$ cat src/rtl/bdqs_pkg.sv
// Package: shared constants, codes and types of the bounded deque with search.
`timescale 1ns / 1ps

package bdqs_pkg;

  localparam int unsigned Depth = 16;
  localparam int unsigned IdxW  = $clog2(Depth);
  localparam int unsigned CntW  = $clog2(Depth + 1);
  localparam int unsigned DataW = 32;

  typedef enum logic [1:0] {
    OpPushBack   = 2'd0,
    OpPushFront  = 2'd1,
    OpSearch     = 2'd2,
    OpRemoveFront = 2'd3
  } op_e;

  typedef enum logic [1:0] {
    StatusDone  = 2'd0,
    StatusFull  = 2'd1,
    StatusEmpty = 2'd2
  } status_e;

  typedef enum logic [1:0] {
    CellHold       = 2'd0,
    CellShiftLeft  = 2'd1,
    CellShiftRight = 2'd2
  } cell_cmd_e;

  typedef struct packed {
    cell_cmd_e         cmd;
    logic              load_en;
    logic [IdxW-1:0]   load_idx;
  } chain_ctrl_t;

endpackage

$ cat src/rtl/bdqs_cell.sv
// Module: one storage cell of the entry chain.
`timescale 1ns / 1ps

module bdqs_cell (
  input  logic                            clk_i,
  input  bdqs_pkg::cell_cmd_e             cmd_i,
  input  logic                            load_i,
  input  logic signed [bdqs_pkg::DataW-1:0] value_i,
  input  logic signed [bdqs_pkg::DataW-1:0] left_i,
  input  logic signed [bdqs_pkg::DataW-1:0] right_i,
  output logic signed [bdqs_pkg::DataW-1:0] data_o
);

  logic signed [bdqs_pkg::DataW-1:0] data_q, data_d;

  always_comb begin
    data_d = data_q;
    if (load_i) begin
      data_d = value_i;
    end else begin
      case (cmd_i)
        bdqs_pkg::CellShiftLeft:  data_d = right_i;
        bdqs_pkg::CellShiftRight: data_d = left_i;
        default:                  data_d = data_q;
      endcase
    end
  end

  always_ff @(posedge clk_i) begin
    data_q <= data_d;
  end

  assign data_o = data_q;

endmodule

$ cat src/rtl/bdqs_ctrl.sv
// Module: request sequencer, entry counter and search compare of the deque.
`timescale 1ns / 1ps

module bdqs_ctrl (
  input  logic                              clk_i,
  input  logic                              rst_ni,
  input  logic                              start_i,
  input  bdqs_pkg::op_e                     opcode_i,
  input  logic signed [bdqs_pkg::DataW-1:0] value_i,
  input  logic signed [bdqs_pkg::DataW-1:0] head_i,
  output logic                              busy_o,
  output bdqs_pkg::chain_ctrl_t             chain_o,
  output logic                              done_o,
  output logic                              found_o,
  output bdqs_pkg::status_e                 status_o,
  output logic [bdqs_pkg::CntW-1:0]         held_count_o
);

  typedef enum logic [1:0] {
    StIdle   = 2'b01,
    StSearch = 2'b10
  } state_e;

  localparam logic [bdqs_pkg::IdxW-1:0] LastStep = bdqs_pkg::IdxW'(bdqs_pkg::Depth - 1);
  localparam logic [bdqs_pkg::CntW-1:0] FullCnt  = bdqs_pkg::CntW'(bdqs_pkg::Depth);

  state_e                            state_q, state_d;
  logic [bdqs_pkg::CntW-1:0]         count_q, count_d;
  logic [bdqs_pkg::IdxW-1:0]         step_q, step_d;
  logic signed [bdqs_pkg::DataW-1:0] key_q, key_d;
  logic                              hit_q, hit_d;
  logic                              done_q, done_d;
  logic                              found_q, found_d;
  bdqs_pkg::status_e                 status_q, status_d;

  logic accept;
  logic full;
  logic empty;
  logic match;

  assign accept = start_i && (state_q == StIdle);
  assign full   = (count_q == FullCnt);
  assign empty  = (count_q == '0);
  assign match  = (head_i == key_q) && ({1'b0, step_q} < count_q);

  always_comb begin
    state_d          = state_q;
    count_d          = count_q;
    step_d           = step_q;
    key_d            = key_q;
    hit_d            = hit_q;
    done_d           = 1'b0;
    found_d          = found_q;
    status_d         = status_q;
    chain_o.cmd      = bdqs_pkg::CellHold;
    chain_o.load_en  = 1'b0;
    chain_o.load_idx = '0;

    unique case (state_q)
      StIdle: begin
        if (accept) begin
          done_d   = 1'b1;
          found_d  = 1'b0;
          status_d = bdqs_pkg::StatusDone;
          unique case (opcode_i)
            bdqs_pkg::OpPushBack: begin
              if (full) begin
                status_d = bdqs_pkg::StatusFull;
              end else begin
                chain_o.load_en  = 1'b1;
                chain_o.load_idx = count_q[bdqs_pkg::IdxW-1:0];
                count_d          = count_q + 1'b1;
              end
            end
            bdqs_pkg::OpPushFront: begin
              if (full) begin
                status_d = bdqs_pkg::StatusFull;
              end else begin
                chain_o.cmd      = bdqs_pkg::CellShiftRight;
                chain_o.load_en  = 1'b1;
                chain_o.load_idx = '0;
                count_d          = count_q + 1'b1;
              end
            end
            bdqs_pkg::OpSearch: begin
              done_d  = 1'b0;
              key_d   = value_i;
              hit_d   = 1'b0;
              step_d  = '0;
              state_d = StSearch;
            end
            default: begin
              if (empty) begin
                status_d = bdqs_pkg::StatusEmpty;
              end else begin
                chain_o.cmd = bdqs_pkg::CellShiftLeft;
                count_d     = count_q - 1'b1;
              end
            end
          endcase
        end
      end
      StSearch: begin
        chain_o.cmd = bdqs_pkg::CellShiftLeft;
        hit_d       = hit_q || match;
        step_d      = step_q + 1'b1;
        if (step_q == LastStep) begin
          done_d   = 1'b1;
          found_d  = hit_q || match;
          status_d = bdqs_pkg::StatusDone;
          state_d  = StIdle;
        end
      end
      default: begin
        state_d = StIdle;
      end
    endcase
  end

  always_ff @(posedge clk_i or negedge rst_ni) begin
    if (!rst_ni) begin
      state_q <= StIdle;
      count_q <= '0;
      done_q  <= 1'b0;
    end else begin
      state_q <= state_d;
      count_q <= count_d;
      done_q  <= done_d;
    end
  end

  always_ff @(posedge clk_i) begin
    step_q   <= step_d;
    key_q    <= key_d;
    hit_q    <= hit_d;
    found_q  <= found_d;
    status_q <= status_d;
  end

  assign busy_o       = (state_q != StIdle);
  assign done_o       = done_q;
  assign found_o      = found_q;
  assign status_o     = status_q;
  assign held_count_o = count_q;

`ifndef SYNTHESIS
  a_count_bound: assert property (@(posedge clk_i) disable iff (!rst_ni)
    count_q <= FullCnt)
    else $error("entry count exceeds depth");

  a_search_ends: assert property (@(posedge clk_i) disable iff (!rst_ni)
    (state_q == StSearch) && (step_q == LastStep) |=> done_q && (state_q == StIdle))
    else $error("search did not end with a result");

  a_found_from_search: assert property (@(posedge clk_i) disable iff (!rst_ni)
    done_q && found_q |-> $past(state_q == StSearch))
    else $error("found flagged outside a search");

  a_full_refusal: assert property (@(posedge clk_i) disable iff (!rst_ni)
    done_q && (status_q == bdqs_pkg::StatusFull) |-> (count_q == FullCnt))
    else $error("push refused while not full");
`endif

endmodule

$ cat src/rtl/bounded_deque_with_search_core.sv
// Module: top level of the bounded deque with linear search, built as a chain of cells.
`timescale 1ns / 1ps

// Channel   Direction  Transfer when        Payload
// request   in         start_i && !busy_o   opcode_i, value_i
// result    out        done_o (one cycle)   found_o, status_o, held_count_o
//
// Push back, push front and remove front: the result strobes in the cycle after the
// transfer and busy_o stays low, so a new request may follow at once.
// A search rotates the whole chain once past the compare at cell 0, busy_o high
// throughout; the result strobes in the cycle after the last compare.
// Reset clears the count and the sequencer; cell contents are left undefined.
// The receiver cannot stall: each result is shown for exactly one cycle.

module bounded_deque_with_search_core (
  input  logic                              clk_i,
  input  logic                              rst_ni,
  input  logic                              start_i,
  output logic                              busy_o,
  input  logic [1:0]                        opcode_i,
  input  logic signed [bdqs_pkg::DataW-1:0] value_i,
  output logic                              done_o,
  output logic                              found_o,
  output logic [1:0]                        status_o,
  output logic [bdqs_pkg::CntW-1:0]         held_count_o
);

  // Cell i holds the entry i places behind the front; cell 0 is the front.
  logic signed [bdqs_pkg::DataW-1:0] cell_data [bdqs_pkg::Depth];
  bdqs_pkg::chain_ctrl_t             chain;
  bdqs_pkg::status_e                 status;

  bdqs_ctrl u_ctrl (
    .clk_i        (clk_i),
    .rst_ni       (rst_ni),
    .start_i      (start_i),
    .opcode_i     (bdqs_pkg::op_e'(opcode_i)),
    .value_i      (value_i),
    .head_i       (cell_data[0]),
    .busy_o       (busy_o),
    .chain_o      (chain),
    .done_o       (done_o),
    .found_o      (found_o),
    .status_o     (status),
    .held_count_o (held_count_o)
  );

  assign status_o = status;

  // Shift left advances toward the front and wraps the front cell to the last cell, so a
  // full rotation during search returns every entry to its place. Shift right opens
  // cell 0 for a push at the front.
  for (genvar i = 0; i < bdqs_pkg::Depth; i++) begin : g_cell
    localparam int unsigned Left  = (i + bdqs_pkg::Depth - 1) % bdqs_pkg::Depth;
    localparam int unsigned Right = (i + 1) % bdqs_pkg::Depth;

    bdqs_cell u_cell (
      .clk_i   (clk_i),
      .cmd_i   (chain.cmd),
      .load_i  (chain.load_en && (chain.load_idx == bdqs_pkg::IdxW'(i))),
      .value_i (value_i),
      .left_i  (cell_data[Left]),
      .right_i (cell_data[Right]),
      .data_o  (cell_data[i])
    );
  end

endmodule
$ cat config.mk
export PLATFORM = sky130hd
export DESIGN_NAME = bounded_deque_with_search_core
export DESIGN_NICKNAME = d
export VERILOG_FILES = /design/src/rtl/bdqs_pkg.sv /design/src/rtl/bdqs_cell.sv /design/src/rtl/bdqs_ctrl.sv /design/src/rtl/bounded_deque_with_search_core.sv
export SDC_FILE = /design/constraint.sdc
export NUM_CORES = 1
export LEC_CHECK = 0
export ABC_CLOCK_PERIOD_IN_PS = 6850
export BUFFER_PORTS_ARGS = -buffer_cell sky130_fd_sc_hd__buf_2
export CAP_MARGIN = 20
export CORE_MARGIN = 2
export CORE_UTILIZATION = 35
export CTS_CLUSTER_DIAMETER = 150
export CTS_CLUSTER_SIZE = 25
export DETAILED_ROUTE_END_ITERATION = 8
export GPL_TIMING_DRIVEN = 0
export MAX_ROUTING_LAYER = met4
export PLACE_DENSITY = 0.47
export SLEW_MARGIN = 25
export SYNTH_ARGS = -nofsm -noshare
export SYNTH_HDL_FRONTEND = slang
export SYNTH_HIERARCHICAL = 1
export SYNTH_SLANG_ARGS = --single-unit
$ cat constraint.sdc
create_clock -name clk_i -period 6.85 [get_ports clk_i]
set_input_delay 1.0275 -clock clk_i [delete_from_list [all_inputs] [get_ports clk_i]]
set_output_delay 1.0275 -clock clk_i [all_outputs]
set_load 0.02 [all_outputs]
### After elaboration in Yosys (flattened, before gate mapping)

Index checks and enable logic that the tools add are counted.

| storage, ports and cells | value |
|---|---|
| flip-flop bits (word level) | 560 |
| input bits | 37 |
| output and inout port bits | 10 |
| logic and storage cells | 171 |

| operators by class | value |
|---|---|
| add/subtract/negate cells | 3 |
| magnitude comparators | 1 |
| equality and inequality tests | 30 |
| multiplexer cells | 66 |
| bitwise logic cells | 1 |
| reductions and logical operators | 46 |

Operator list:

| cell | number |
|---|---|
| $pmux 32 s2 | 16 |
| $mux 32 | 16 |
| $reduce_bool 3->1 | 16 |
| $eq 4x4->1 const B | 9 |
| $eq 32x32->1 | 1 |
| $mux 5 | 4 |
| $pmux 2 s2 | 5 |
| $pmux 5 s2 | 2 |
| $logic_and 1x1->1 | 18 |
| $eq 4x3->1 const B | 4 |
| $mux 7 | 2 |
| $mux 2 | 6 |
| $reduce_and 3->1 | 4 |
| $mux 1 | 9 |
| $eq 4x2->1 const B | 2 |
| $mux 4 | 2 |
| $pmux 4 s2 | 1 |
| $eq 2x1->1 const B | 3 |
| $eq 2x2->1 const B | 3 |
| $ne 2x1->1 const B | 3 |
| $ne 2x2->1 const B | 3 |
| $pmux 1 s2 | 3 |
| $add 5x1->5 const B | 1 |
| $eq 5x5->1 const B | 1 |
| other kinds (12) | 13 |

### Depth between registers and ports, before layout

Gate-level depths: netlist of the first run.

| logic depth | value |
|---|---|
| word-level depth | 8 |
| gate-level depth with buffers | 10 |
| gate-level depth less buffers | 8 |

### Hierarchy

The synthesis of the first run kept the hierarchy.

By module, submodules not included:

| module | times used | cells each | area an instance (µm²) | sequential area each (µm²) |
|---|---|---|---|---|
| bdqs_cell | 16 | 182 | 2356.0 | 960.9 |
| bdqs_ctrl | 1 | 173 | 2316.0 | 1402.6 |
| bounded_deque_with_search_core | 1 | 23 | 117.6 | 0.0 |

### Worst setup path before layout of the first run

OpenSTA, ideal clock, no wires.

| timing | value |
|---|---|
| kind | in2reg |
| start | input port opcode_i[1] |
| end | register g_cell[0].u_cell.data_q (netlist bit g_cell[0].u_cell/data_o[0]) (enable) |
| library setup time | 0.390 ns |
| arrival | 5.468 ns |
| data required time | 6.460 ns |
| path slack | 0.992 ns |
| stages on the path | 8 |
| buffers on the path | 2 |
| cells stage by stage | buf_2 > nand2_1 > nor2_1 > o21ai_1 > a21oi_1 > buf_2 > nor2b_1 > or3_1 |

RTL lines:

| what | line | RTL |
|---|---|---|
| from (decl) | bounded_deque_with_search_core.sv:20 | `input logic [1:0] opcode_i,` |
| to (signal assigned) | bdqs_cell.sv:30 | `data_q <= data_d;` |
| to (decl) | bdqs_cell.sv:14 | `logic signed [bdqs_pkg::DataW-1:0] data_q, data_d;` |

==> metrics.md, run 1 <==
| Metric | Value |
|---|---|
| # diodes | `0` |
| Slew @ Worst Pin | `about 1.0 ns` |
| Worst R2R Path Depth | `7` |
| Fin. max-slew vios | `0` |
| Cts-stage hold buffer count | `0` |
| Tcrit/Tclk final | `69.28%` |
| DP Area | `between 40000 and 50000 sq um` |
| Fmax | `0.2107 GHz` |
| Post-synth EDFFs | `552` |
| I/O pin count | `47` |
| Crit path arrival time | `approximately 5 ns` |
| Root buffer cell | `clkbuf_16` |
| Critical path data required time | `approximately 7 ns` |
| WL/cell | `30.75 um` |
| Die footprint | `117400 sq um` |
| Endpoints failing setup | `0` |
| Yosys warns | `6` |
| Run status | `finished, final reports clean` |
| Worst vdd ir | `just over 0.2 mV` |
| First-pass GRT wire length | `205100 um` |
| Slowest CP cell | `nor2_1` |
| PwrDens | `305.8 nW/um^2` |
| Setup_tns | `0 ns` |
| ANT nets after route | `0` |
| Hold Vio Cnt, Final | `0` |
| DPL Wire Length | `107800 um` |
| R2R setup slack | `between 2 and 2.5 ns` |
| Nets | `3245` |
| Layout cells sized above 1 | `27.17%` |
| Layout area overhead | `8.038%` |
| Crit start category | `register` |
| CTS tree | `built` |
| Via-to-Cell Ratio | `5.815` |
| DIE WIDTH | `between 300 and 400 um` |
| Initial Utilization | `between 30% and 40%` |
| Async S/R FF share, synth | `1.429%` |
| Hold/Removal Path Class | `in2async` |
| Cell count after synthesis | `3108` |
| Part of the Yosys area used for sequential elements | `a little over two fifths` |
| Total Routing Usage GR | `24.93%` |
| Clock Sinks | `560` |
| RePlAce Congestion | `0.9049` |
| Fill count | `10919` |
| RR Endpoint | `g_cell[9].u_cell/data_o[9]$_DFFE_PP_` |
| Antenna violations before repair | `1` |
| Routed WL | `about 150000 um` |
| Minimum clock period | `4.746 ns` |
| PortBufs | `46` |
| CTS buffer count | `26` |
| Synthesized area | `40130 sq um` |
| Largest net degree at the start of global routing | `about 40` |
| Skew final | `0.02468 ns` |
| Fin util | `a little under two fifths` |
| Worst-path fanout max | `32` |
| Leak | `14.94 nW` |
| Htree depth | `1` |
| Later-pin clock latency in the skew report | `around 0.64 ns` |
| DR iter-0 viols | `2793` |
| Post-route DRC | `0` |
| Vias in the first global route | `around 27000` |
| Crit end category | `register` |
| Syn_nets | `about 3200` |
| Maxcap violations | `0` |
| RSZ-0062 raised after global routing | `false` |
| Mean post-synth cell area | `around 13 sq um` |
| CTS clk-pin slew, worst paths | `between 0.1 and 0.15 ns` |
| Max stage delay on crit path | `0.93 ns` |
| Congestion Overflow GR | `0` |
| Slew HR | `about a third` |
| # rows | `124` |
| Maximum buffer depth of the clock tree | `3` |
| Post-CTS setup buffer count | `0` |
| Crit path kind | `reg2reg` |
| Flops & latches, synth | `560` |
| Die Ht | `342.6 um` |
| CTS resizes | `0` |
| Via count | `27454` |
| Cell area after layout | `~43000 sq um` |
| Crit-path cells | `ha_1 -> nand2_1 -> nor4_1 -> nand3b_1 -> nor2_1 -> buf_6 -> or3_2` |
| Core area | `114000 sq um` |
| RR Startpoint | `u_ctrl/state_q[0]$_DFFE_PN1P_` |
| Synth unique cells | `49` |
| Main flop type after synthesis | `edfxtp_1` |
| TritonRoute pass-1 iters | `6` |
registers in the layout, indices dropped and copies added, names as in the netlist:
register	flops
u_ctrl/done_o	1
u_ctrl/hit_q	1
u_ctrl/step_q	4
u_ctrl/state_q	2
u_ctrl/key_q	32
u_ctrl/status_o	2
g_cell.u_cell/data_o	512
u_ctrl/held_count_o	5
u_ctrl/found_o	1
how the worst max path moves through the flow:
stage	startpoint	endpoint	slack, ns	cells after the start
6_report	u_ctrl/state_q[0]$_DFFE_PN1P_	g_cell[9].u_cell/data_o[9]$_DFFE_PP_	2.10	7
5_1_grt	u_ctrl/state_q[0]$_DFFE_PN1P_	g_cell[9].u_cell/data_o[31]$_DFFE_PP_	1.84	7
4_1_cts	u_ctrl/state_q[0]$_DFFE_PN1P_	g_cell[9].u_cell/data_o[9]$_DFFE_PP_	2.13	7
3_5_place_dp	start_i	g_cell[9].u_cell/data_o[2]$_DFFE_PP_	1.85	7
3_3_place_gp	opcode_i[1]	g_cell[8].u_cell/data_o[2]$_DFFE_PP_	-5.73	9
2_1_floorplan	opcode_i[1]	g_cell[0].u_cell/data_o[0]$_DFFE_PP_	0.99	8
power breakdown:
part	leakage, nW	switching, W	internal (W)
Clock	0.353	0.00120	0.000738
Combinational	9.41	0.00251	0.00222
Sequential	5.18	0.00122	0.00537
Total	14.9	0.00493	0.00833
cells by family after synthesis:
group | Yosys count | share of synthesized area, %
AOI/OAI and AO/OA | 535 | 24.50
xor gates and xnor gates | 39 | 0.8512
adders and majority gates | 10 | 0.3305
buffers and inverters | 827 | 11.33
DFF | 560 | 41.81
muxes | 1 | 0.02806
and+or+nand+nor | 1136 | 21.15
cell usage after synthesis, types with 9 or more instances:
cell type	count	area, sq um
edfxtp_1	552	16580
inv_1	520	1952
nand4bb_1	512	5766
nand2_1	488	1832
o311ai_2	320	5205
o311ai_4	160	4204
buf_2	145	725.7
buf_6	48	540.5
dlymetal6s2s_1	48	600.6
dlygate4sd1_1	32	280.3
nand2_2	32	200.2
o311ai_1	32	280.3
xnor2_1	21	183.9
nor2b_1	18	112.6
xor2_1	18	157.7
and2b_4	16	160.2
buf_12	16	320.3
buf_4	16	120.1
nor2_1	16	60.06
or3_1	16	100.1
a21oi_1	11	55.05
ha_1	9	112.6
nor4_1	9	56.30
per-stage QoR:
stage	worst slack [ns]	hold slack, ns	total power [W]	instances
3_5_place_dp	1.849	0.5230	0.01133	4682
2_1_floorplan	0.9920	0.4703	0.009416	3108
4_1_cts	2.129	0.1705	0.01326	4721
3_3_place_gp	-5.725	0.4840	0.01118	4666
5_1_grt	1.838	0.1900	0.01375	4721
6_report	2.104	0.2067	0.01326	4721
layer usage:
layer  share of wire [%]  wire length (um)  GRT usage (%)
met5                   0                 0              -
met4                 4.0              5879          8.681
met3                 6.1              8900          2.588
met2                  43             62960          36.60
met1                  46             67440          35.57
worst max-delay path: cells and delay by family, from the launching register on:
kind | cells | cell delay, ns
buffers and inverters | 1 | 0.26
and+or+nand+nor | 5 | 3.27
adders and majority gates | 1 | 0.24
DFF | 1 | 0.57
final cells by class:
type / count / area (sq um) / share of cell area [%]
sequential: 560 / 16780 / 38.70
timing repair buffer: 62 / 530.5 / 1.224
multi-input combinational: 1721 / 18880 / 43.54
buffer: 307 / 2595 / 5.985
tap: 1512 / 1892 / 4.364
clock buffer: 38 / 716.9 / 1.654
clock inverter: 1 / 16.27 / 0.03752
inverter: 520 / 1952 / 4.502
cells in the final DEF (no fill, tap or decap), types with 3 or more instances in the layout:
cell type       netlist  routed
nand2_2              32      32
o311ai_4            160     160
nand2b_1              4       4
buf_12               16      20
xor2_1               18      18
nand2_1             488     488
dlymetal6s2s_1       48      48
xnor2_1              21      21
buf_4                16      17
inv_1               520     520
o311ai_2            320     320
dfrtp_1               7       7
ha_1                  9       9
clkbuf_1              2      13
nor2b_1              18      18
and2_1                3       3
edfxtp_1            552     552
and2b_4              16      16
dlygate4sd1_1        32      32
nand4_1               7       7
nand4bb_1           512     512
nor2_1               16      15
buf_16                0       7
clkbuf_16             0      27
nor3_2                1       4
or3_2                 0      16
buf_2               145     195
nand3_1               3       3
a21oi_1              11      10
nor4_1                9       8
o21ai_1               3       3
o311ai_1             32      32
buf_6                48      48
Note: power is estimated with default switching activity, not from simulation.
==> run 2: changes to the inputs <==
- ABC_CLOCK_PERIOD_IN_PS: 6850 -> 3900
- PLACE_DENSITY: 0.47 -> 0.49
- clock period: 6.85 -> 3.9 ns (I/O delays scaled with it)
==> run 2 against run 1 <==
Against the previous run: clock power is 75% higher; core utilization is 0.25 points higher; combinational power up 79%; design area rose by 0.66%; routed wire length is 0.10% lower; via count increased by 1.0%; clock-buffer cell count stayed put; sequential share of layout area shrank 0.25 points; power grew 76%; worst setup slack worse by 2.0 ns; largest cell class unchanged.
==> metrics.md, run 2 (same netlist as run 1, synthesis figures left out) <==
| Metric | Value |
|---|---|
| Run status | `finished, final reports clean` |
| Commonest cells after routing, fill and taps aside | `edfxtp_1, inv_1, nand4bb_1` |
| Fin. max-slew vios | `0 (unchanged)` |
| Total Routing Usage GR | `24.72% (-0.20 points)` |
| # diodes | `0 (unchanged)` |
| Maxcap violations | `0 (unchanged)` |
| Tcrit/Tclk final | `98.21% (+29 points)` |
| Antenna violations before repair | `0 (-1)` |
| Initial Utilization | `35.19% (unchanged)` |
| Minimum clock period | `3.830 ns (-0.9155 ns)` |
| Combinational Power Share | `36.2% (+0.5 points)` |
| Slew @ Worst Pin | `1.010 ns (+0.005259 ns)` |
| Root buffer cell | `clkbuf_16` |
| Htree depth | `1 (unchanged)` |
| Hold_sp | `start_i` |
| Crit path kind | `reg2reg` |
| Crit start category | `register` |
| CTS clk-pin slew, worst paths | `0.10 ns (about the same)` |
| Layout cells sized above 1 | `27.84% (+0.67 points)` |
| CTS tree | `built` |
| Routed WL | `145000 um (-0.10%)` |
| Later-pin clock latency in the skew report | `0.65 ns (about the same)` |
| PortBufs | `46 (unchanged)` |
| Via count | `27728 (+1.0%)` |
| RR Startpoint | `u_ctrl/state_q[0]$_DFFE_PN1P_` |
| Worst-path fanout max | `26 (-19%)` |
| Hold path cells | `3` |
| DPL Wire Length | `106800 um (-0.89%)` |
| # rows | `124 (unchanged)` |
| TritonRoute pass-1 iters | `6 (unchanged)` |
| WL/cell | `30.66 um (-0.29%)` |
| Vias in the first global route | `27233 (+0.67%)` |
| Switch Pwr | `0.008676 W (+76%)` |
| Die Ht | `342.6 um (unchanged)` |
| Reg power frac | `49.2% (-0.5 points)` |
| Fin util | `38.27% (+0.25 points)` |
| Worst vdd ir | `0.3787 mV (+87%)` |
| DR iter-0 viols | `3145 (+13%)` |
| CTS buffer count | `26 (unchanged)` |
| Slowest CP cell | `dfstp_2` |
| Die footprint | `117400 sq um (unchanged)` |
| Leak | `14.99 nW (+0.32%)` |
| PwrDens | `535.6 nW/um^2 (+75%)` |
| I/O pin count | `47 (unchanged)` |
| Fmax | `0.2611 GHz (+24%)` |
| Worst R2R Path Depth | `9 (+2)` |
| Crit path arrival time | `4.18 ns (-0.84 ns)` |
| Max stage delay on crit path | `0.56 ns (-0.37 ns)` |
| Critical path data required time | `4.25 ns (-2.87 ns)` |
| Endpoints failing setup | `0 (unchanged)` |
| Hold/Removal Path Class | `in2reg` |
| Slew HR | `32.66% (-0.10 points)` |
| Core area | `114000 sq um (unchanged)` |
| Crit-path cells | `ha_1 -> nand2_2 -> a211oi_4 -> nand3b_1 -> nor3_4 -> buf_4 -> buf_6 -> or3_2 -> buf_12` |
| RePlAce Congestion | `0.8805 (-2.7%)` |
| RR Endpoint | `g_cell[8].u_cell/data_o[1]$_DFFE_PP_` |
| Via-to-Cell Ratio | `5.862 (+0.81%)` |
| WP buf/inv | `3 (+2)` |
| Clock Sinks | `560 (unchanged)` |
| Skew final | `0.02440 ns (-0.0002837 ns)` |
| DIE WIDTH | `342.6 um (unchanged)` |
| Layout area overhead | `8.746%` |
| Crit end category | `register` |
| Sw Share | `37.12% (-0.072 points)` |
| Largest net degree at the start of global routing | `37 (-9.8%)` |
| Post-route DRC | `0 (unchanged)` |
| Commonest non-fill, non-tap cell in the layout | `edfxtp_1` |
| ANT nets after route | `0 (unchanged)` |
| Worst hold endpoint | `u_ctrl/done_o$_DFF_PN0_` |
| Cell family with the largest share of critical-path delay | `simple AND/OR/NAND/NOR gates` |
| Nets | `3254 (+0.28%)` |
| R2R setup slack | `0.07 ns (-2.03 ns)` |
| Largest register FFs | `512 (unchanged)` |
| Int Power | `0.01470 W (+76%)` |
| First-pass GRT wire length | `204000 um (-0.52%)` |
| Maximum buffer depth of the clock tree | `3 (unchanged)` |
| Hold Vio Cnt, Final | `0 (unchanged)` |
| Congestion Overflow GR | `0 (unchanged)` |
| Clock share of power | `14.6% (about the same)` |
| Setup_tns | `0 ns (unchanged)` |
| RSZ-0062 raised after global routing | `false` |
==> run 2: worst max path at each step <==
| stage | startpoint | end | slack, ns | cells after the start |
|---|---|---|---|---|
| global placement | u_ctrl/state_q[0]$_DFFE_PN1P_ | g_cell[7].u_cell/data_o[3]$_DFFE_PP_ | -2.85 | 7 |
| finish | u_ctrl/state_q[0]$_DFFE_PN1P_ | g_cell[8].u_cell/data_o[1]$_DFFE_PP_ | 0.07 | 9 |
| CTS | u_ctrl/state_q[0]$_DFFE_PN1P_ | g_cell[9].u_cell/data_o[12]$_DFFE_PP_ | 0.02 | 10 |
| global route | u_ctrl/state_q[0]$_DFFE_PN1P_ | g_cell[10].u_cell/data_o[27]$_DFFE_PP_ | 0.006 | 9 |
| detailed placement | u_ctrl/state_q[0]$_DFFE_PN1P_ | g_cell[7].u_cell/data_o[3]$_DFFE_PP_ | -0.87 | 7 |
| floorplan | u_ctrl/state_q[0]$_DFFE_PN1P_ | g_cell[0].u_cell/data_o[0]$_DFFE_PP_ | 0.24 | 8 |
==> run 2: layer usage <==
layer,track usage [%],wire (um)
met5,-,0
met4,9.530,6679
met3,3.009,9785
met2,35.74,61930
met1,35.11,66640
==> run 2: cell type report <==
class	instances	area, sq um
Multi-Input combinational cell	1721	19030
Fill cell	10999	70400
Sequential cell	560	16780
Buffer	307	2595
Clock inverter	1	16.27
Clock buffer	38	716.9
Inverter	520	1952
Timing Repair Buffer	71	658.1
Tap cell	1512	1892
==> run 2: tightest hold or removal path: stages <==
cell and delay (ns):
buf_2 0.12, nand3_1 0.07, a21oi_1 0.07
==> run 2: power groups by stage <==
stage          logic [W]  registers (W)  clock network [W]
3_5_place_dp     0.00829         0.0116                  0
2_1_floorplan    0.00629         0.0102                  0
4_1_cts          0.00838         0.0115            0.00351
3_3_place_gp     0.00783         0.0117                  0
6_report         0.00846         0.0115            0.00340
5_1_grt          0.00896         0.0116            0.00365
==> run 2: per-stage QoR <==
step | hold WS [ns] | instances | power (W) | setup slack, ns | area, sq um
after floorplan | 0.2894 | 3108 | 0.01652 | 0.2351 | 40140
after global placement | 0.4339 | 4666 | 0.01949 | -2.845 | 42270
after detailed placement | 0.4426 | 4684 | 0.01990 | -0.8653 | 42660
after CTS | 0.1897 | 4727 | 0.02336 | 0.02280 | 43570
after global routing | 0.2333 | 4730 | 0.02421 | 0.006255 | 43640
final | 0.2526 | 4730 | 0.02337 | 0.06971 | 43640
==> run 2: what timing repair did <==
| action | in CTS | in global routing |
|---|---|---|
| hold buffers | 1 | 0 |
| setup buffers | 3 | 3 |
| endpoints found under the hold margin | 8 | 0 |
| gates cloned | 0 | 0 |
| pin swaps | 1 | 3 |
| resized for setup | 32 | 7 |
| setup endpoints to repair | 885 | 248 |
